<file path="src/hw/rtl/nch_pkg.sv">
`timescale 1ns / 1ps

package nch_pkg;

  // Fixed field widths of the ports.
  localparam int OPCODE_W = 2;
  localparam int INDEX_W  = 4;
  localparam int ELEM_W   = 7;
  localparam int VALUE_W  = 16;
  localparam int COUNT_W  = 16;
  localparam int DIST_W   = 40;
  localparam int CFG_W    = 5;

  localparam logic [DIST_W-1:0]  DIST_MAX   = {DIST_W{1'b1}};
  localparam logic [COUNT_W-1:0] COUNT_MAX  = {COUNT_W{1'b1}};
  localparam logic [CFG_W-1:0]   CFG_RESET  = CFG_W'(16);

  typedef enum logic [OPCODE_W-1:0] {
    OP_LOAD  = 2'd0,
    OP_DESC  = 2'd1,
    OP_CLEAR = 2'd2,
    OP_READ  = 2'd3
  } op_t;

  typedef enum logic [2:0] {
    ST_IDLE,
    ST_DECODE,
    ST_ACC,
    ST_DRAIN,
    ST_SCAN,
    ST_SCAN_END,
    ST_HREAD,
    ST_EMIT
  } state_t;

  typedef struct packed {
    logic capture;
    logic cnt_clr;
    logic store_wr;
    logic hist_clr;
    logic acc_issue;
    logic scan_issue;
    logic hist_rd;
    logic hist_rd_best;
    logic emit;
  } cmd_t;

  typedef struct packed {
    op_t  op;
    logic last;
    logic eidx_ok;
    logic load_ok;
    logic cnt_last;
    logic pipe_busy;
    logic out_busy;
  } status_t;

endpackage

</file>
<file path="src/hw/rtl/nch_ctrl.sv">
`timescale 1ns / 1ps

module nch_ctrl (
  input  logic              clk,
  input  logic              rst,
  input  logic              item_valid,
  output logic              item_ready,
  input  nch_pkg::status_t  status,
  output nch_pkg::cmd_t     cmd
);

  nch_pkg::state_t state;
  nch_pkg::state_t state_next;

  always_ff @(posedge clk) begin
    if (rst) begin
      state <= nch_pkg::ST_IDLE;
    end else begin
      state <= state_next;
    end
  end

  always_comb begin
    state_next = state;
    cmd        = '0;
    item_ready = 1'b0;
    unique case (state)
      nch_pkg::ST_IDLE: begin
        item_ready = 1'b1;
        if (item_valid) begin
          cmd.capture = 1'b1;
          state_next  = nch_pkg::ST_DECODE;
        end
      end
      nch_pkg::ST_DECODE: begin
        cmd.cnt_clr = 1'b1;
        unique case (status.op)
          nch_pkg::OP_LOAD: begin
            cmd.store_wr = status.load_ok;
            state_next   = nch_pkg::ST_IDLE;
          end
          nch_pkg::OP_CLEAR: begin
            cmd.hist_clr = 1'b1;
            state_next   = nch_pkg::ST_IDLE;
          end
          nch_pkg::OP_READ: begin
            cmd.hist_rd = 1'b1;
            state_next  = nch_pkg::ST_EMIT;
          end
          nch_pkg::OP_DESC: begin
            priority if (status.eidx_ok) begin
              state_next = nch_pkg::ST_ACC;
            end else if (status.last) begin
              state_next = nch_pkg::ST_SCAN;
            end else begin
              state_next = nch_pkg::ST_IDLE;
            end
          end
        endcase
      end
      nch_pkg::ST_ACC: begin
        cmd.acc_issue = 1'b1;
        if (status.cnt_last) begin
          cmd.cnt_clr = 1'b1;
          state_next  = nch_pkg::ST_DRAIN;
        end
      end
      nch_pkg::ST_DRAIN: begin
        if (!status.pipe_busy) begin
          state_next = status.last ? nch_pkg::ST_SCAN : nch_pkg::ST_IDLE;
        end
      end
      nch_pkg::ST_SCAN: begin
        cmd.scan_issue = 1'b1;
        if (status.cnt_last) begin
          cmd.cnt_clr = 1'b1;
          state_next  = nch_pkg::ST_SCAN_END;
        end
      end
      nch_pkg::ST_SCAN_END: begin
        state_next = nch_pkg::ST_HREAD;
      end
      nch_pkg::ST_HREAD: begin
        cmd.hist_rd      = 1'b1;
        cmd.hist_rd_best = 1'b1;
        state_next       = nch_pkg::ST_EMIT;
      end
      nch_pkg::ST_EMIT: begin
        if (!status.out_busy) begin
          cmd.emit   = 1'b1;
          state_next = nch_pkg::ST_IDLE;
        end
      end
    endcase
  end

endmodule

</file>
<file path="config.mk">
export PLATFORM = sky130hd
export DESIGN_NAME = nch_ctrl
export DESIGN_NICKNAME = d
export VERILOG_FILES = /design/src/hw/rtl/nch_pkg.sv /design/src/hw/rtl/nch_ctrl.sv
export SDC_FILE = /design/constraint.sdc
export NUM_CORES = 1
export LEC_CHECK = 0
export ABC_AREA = 1
export BUFFER_PORTS_ARGS = -buffer_cell sky130_fd_sc_hd__clkbuf_2
export CORE_AREA = 2 2 39 41
export CTS_BUF_LIST = sky130_fd_sc_hd__clkbuf_4 sky130_fd_sc_hd__clkbuf_8
export CTS_CLUSTER_DIAMETER = 80
export DETAILED_ROUTE_END_ITERATION = 8
export DIE_AREA = 0 0 41 43
export PLACE_DENSITY = 0.56
export SLEW_MARGIN = 20
export SYNTH_ARGS = -nofsm -noshare
export SYNTH_HDL_FRONTEND = slang
export SYNTH_SLANG_ARGS = --single-unit
</file>
<file path="constraint.sdc">
create_clock -name clk -period 2.2 [get_ports clk]
set_input_delay 0.22 -clock clk [delete_from_list [all_inputs] [get_ports clk]]
set_output_delay 0.22 -clock clk [all_outputs]
set_load 0.005 [all_outputs]
</file>
==> results.sh <==
export IMPL_worstSetupStartpointType="register"
export IMPL_post_dp_hpwl_um=760.9
export IMPL_h_tree_depth=1
export IMPL_cts_sinks=3
export IMPL_async_flop_share=0
export IMPL_post_cts_buffers=0
export IMPL_drc=0
export IMPL_worst_slew_pin_slew_ns=0.2300
export IMPL_largest_reg_flops=3
export IMPL_hold_buffers=0
export IMPL_ys_seq_elements=3
export IMPL_grt_pass1_wl_mm=1.428
export IMPL_cts_buffers=3
export IMPL_min_path_type="primary input to register"
export IMPL_fin_crit_ns=1.487
export IMPL_cts_root_buf="clkbuf_4"
export IMPL_postSynthAreaPerCell_um2=5.296
export IMPL_core_area_mm2=0.001384
export IMPL_synth_nets=84
export IMPL_io_buffers=20
export IMPL_maxClockFrequency_mhz=672.7
export IMPL_die_width_um=41
export IMPL_wl_um=872
export IMPL_synth_flop_cell="dfxtp_1"
export IMPL_slowest_delay_ns=0.40
export IMPL_dr_pass1_iters=3
export IMPL_die_area_mm2=0.001763
export IMPL_cts_tree="done"
export IMPL_synth_top_area_cell="nand2_1"
export IMPL_post_synth_top_count_cell="nand2_1"
export IMPL_synth_cell_types=18
export IMPL_reg_top3="state (3)"
export IMPL_setup_viol=0
export IMPL_gp_congestion=0.7595
export IMPL_crit_chain="inv_2 > nor2_2 > nand2_2 > nor3b_1 > clkbuf_2"
export IMPL_synthTopCellsByCount="21 x nand2_1, 12 x nor2_1, 9 x inv_1"
export IMPL_ys_warn_count=0
export IMPL_synth_cells=73
export IMPL_setup_slack_ns=0.7134
export IMPL_synth_top_cell_area_share=0.2039
export IMPL_antenna_cells=0
export IMPL_final_cell_count_no_fill=112
export IMPL_ir_drop_mv=0.5716
export IMPL_rows=14
export IMPL_grt_max_degree=13
export IMPL_critical_path_class="register to output port"
export IMPL_nets=108
export IMPL_netlist_area_um2=386.6
export IMPL_ys_top_cells_by_area="nand2_1 20%, dfxtp_1 16%, nor2_1 12%"
export IMPL_viasPerCell=4.295
export IMPL_clk_path_buf_depth=2
export IMPL_dp_slack_ns=0.9003
export IMPL_start_util=0.2794
export IMPL_io_pins=21
export IMPL_vias=481
export IMPL_area_delta_synth_final_pct=35.92
export IMPL_wire_per_inst_um=7.786
export IMPL_leakage_nw=0.3273
export IMPL_rsz0062_at_grt="no"
export IMPL_die_h_um=43
export IMPL_clk_pin_slew_worst_paths_ns=0.04
export IMPL_final_antenna_net_count=0
export IMPL_power_density_mw_per_mm2=1299
export IMPL_slowest_stage="dfxtp_1"
export IMPL_largest_register="state"
export IMPL_synth_yosys_seq_area_share=0.1553
export IMPL_postCtsResizedCells=0
export IMPL_grt_pass1_vias=389
export IMPL_slew_headroom=0.8461
export IMPL_synth_edf_count=0
export IMPL_hold_violations=0
export IMPL_crit_arrival_ns=1.27
export IMPL_slew_violations=0
export IMPL_crit_fanout=5
export IMPL_layout_drive_gt1_share=0.4167
export IMPL_drt_iter0_drc=2
export IMPL_clk_latency_ns=0.23
export IMPL_status="complete, no violations"
export IMPL_drv_cap=0
export IMPL_period_share=0.6757
export IMPL_grtUsageTotal=0.1215
export IMPL_grt_overflow_total=0
export IMPL_skew_ns=0.002585
export IMPL_antenna_found_initial=0
export IMPL_tns_ns=0
export IMPL_required_ns=1.98
export IMPL_cp_end_kind="output port"
export IMPL_dp_cells=108
[kinds of logic (layout without fill, tap and decap cells)]
logic type | Yosys count | count (layout) | synth area share
flops | 3 | 3 | 0.1553
compound gates | 3 | 3 | 0.04206
buf+inv | 15 | 38 | 0.1650
simple gates | 52 | 52 | 0.6375
[per-stage QoR]
| step | area [µm²] | util | total power, mW | hold slack [ns] |
|---|---|---|---|---|
| 2_1_floorplan | 386.6 | - | 0.4706 | 0.3871 |
| 3_3_place_gp | 495.5 | 0.3580 | 0.5874 | 0.4823 |
| 3_5_place_dp | 495.5 | 0.3580 | 0.5847 | 0.4892 |
| 4_1_cts | 525.5 | 0.3797 | 0.6988 | 0.2435 |
| 5_1_grt | 525.5 | 0.3797 | 0.7698 | 0.2606 |
| 6_report | 525.5 | 0.3797 | 0.6826 | 0.2531 |
[power by group]
group          internal [mW]  total [mW]  switching (mW)
registers             0.0820       0.119          0.0371
clock network         0.0802       0.108          0.0279
logic                  0.173       0.455           0.283
[final timing paths]
| path | slack, ns | end | cells after the start | start |
|---|---|---|---|---|
| worst min-delay path | 0.25 | state[1]$_SDFFE_PP0P_ | 4 | rst |
| worst max-delay path | 0.71 | cmd[5] | 5 | state[0]$_SDFFE_PP0P_ |
| worst max register to register | 0.93 | state[2]$_SDFFE_PP0P_ | 9 | state[2]$_SDFFE_PP0P_ |
| worst min register to register | 0.55 | state[0]$_SDFFE_PP0P_ | 2 | state[0]$_SDFFE_PP0P_ |
[final cells by class]
type	count	area (µm²)
repair buffers	20	100.1
fillers	163	858.3
inverters	14	52.55
multi-input cells	55	262.8
well taps	16	20.02
flip-flops and latches	3	60.06
clock buffers	4	30.03
[layer usage]
| layer | part of all wire | GRT usage | vias up |
|---|---|---|---|
| met5 | 0 | 0 | - |
| met4 | 0 | 0.08000 | 0 |
| met3 | 0.044 | 0.04712 | 0 |
| met2 | 0.52 | 0.1906 | 10 |
| met1 | 0.44 | 0.1254 | 205 |
| li1 | - | - | 266 |
[worst max-delay path, delay by kind of cell, from the launching register on]
family,cells,cell delay [ns]
AND/OR/NAND/NOR,3,0.43
flip-flops,1,0.40
buffers and inverters,2,0.21
[layout by cell type (no fill, tap or decap), drive strengths merged]
| cell type | count |
|---|---|
| o22ai | 1 |
| o21ai | 1 |
| a21oi | 1 |
| nor3 | 1 |
| nand2 | 28 |
| nor3b | 1 |
| clkinv | 1 |
| nor2 | 16 |
| clkbuf | 24 |
| dfxtp | 3 |
| nor4 | 1 |
| inv | 13 |
| nand3 | 5 |
Note: power is estimated with default switching activity, not from simulation.
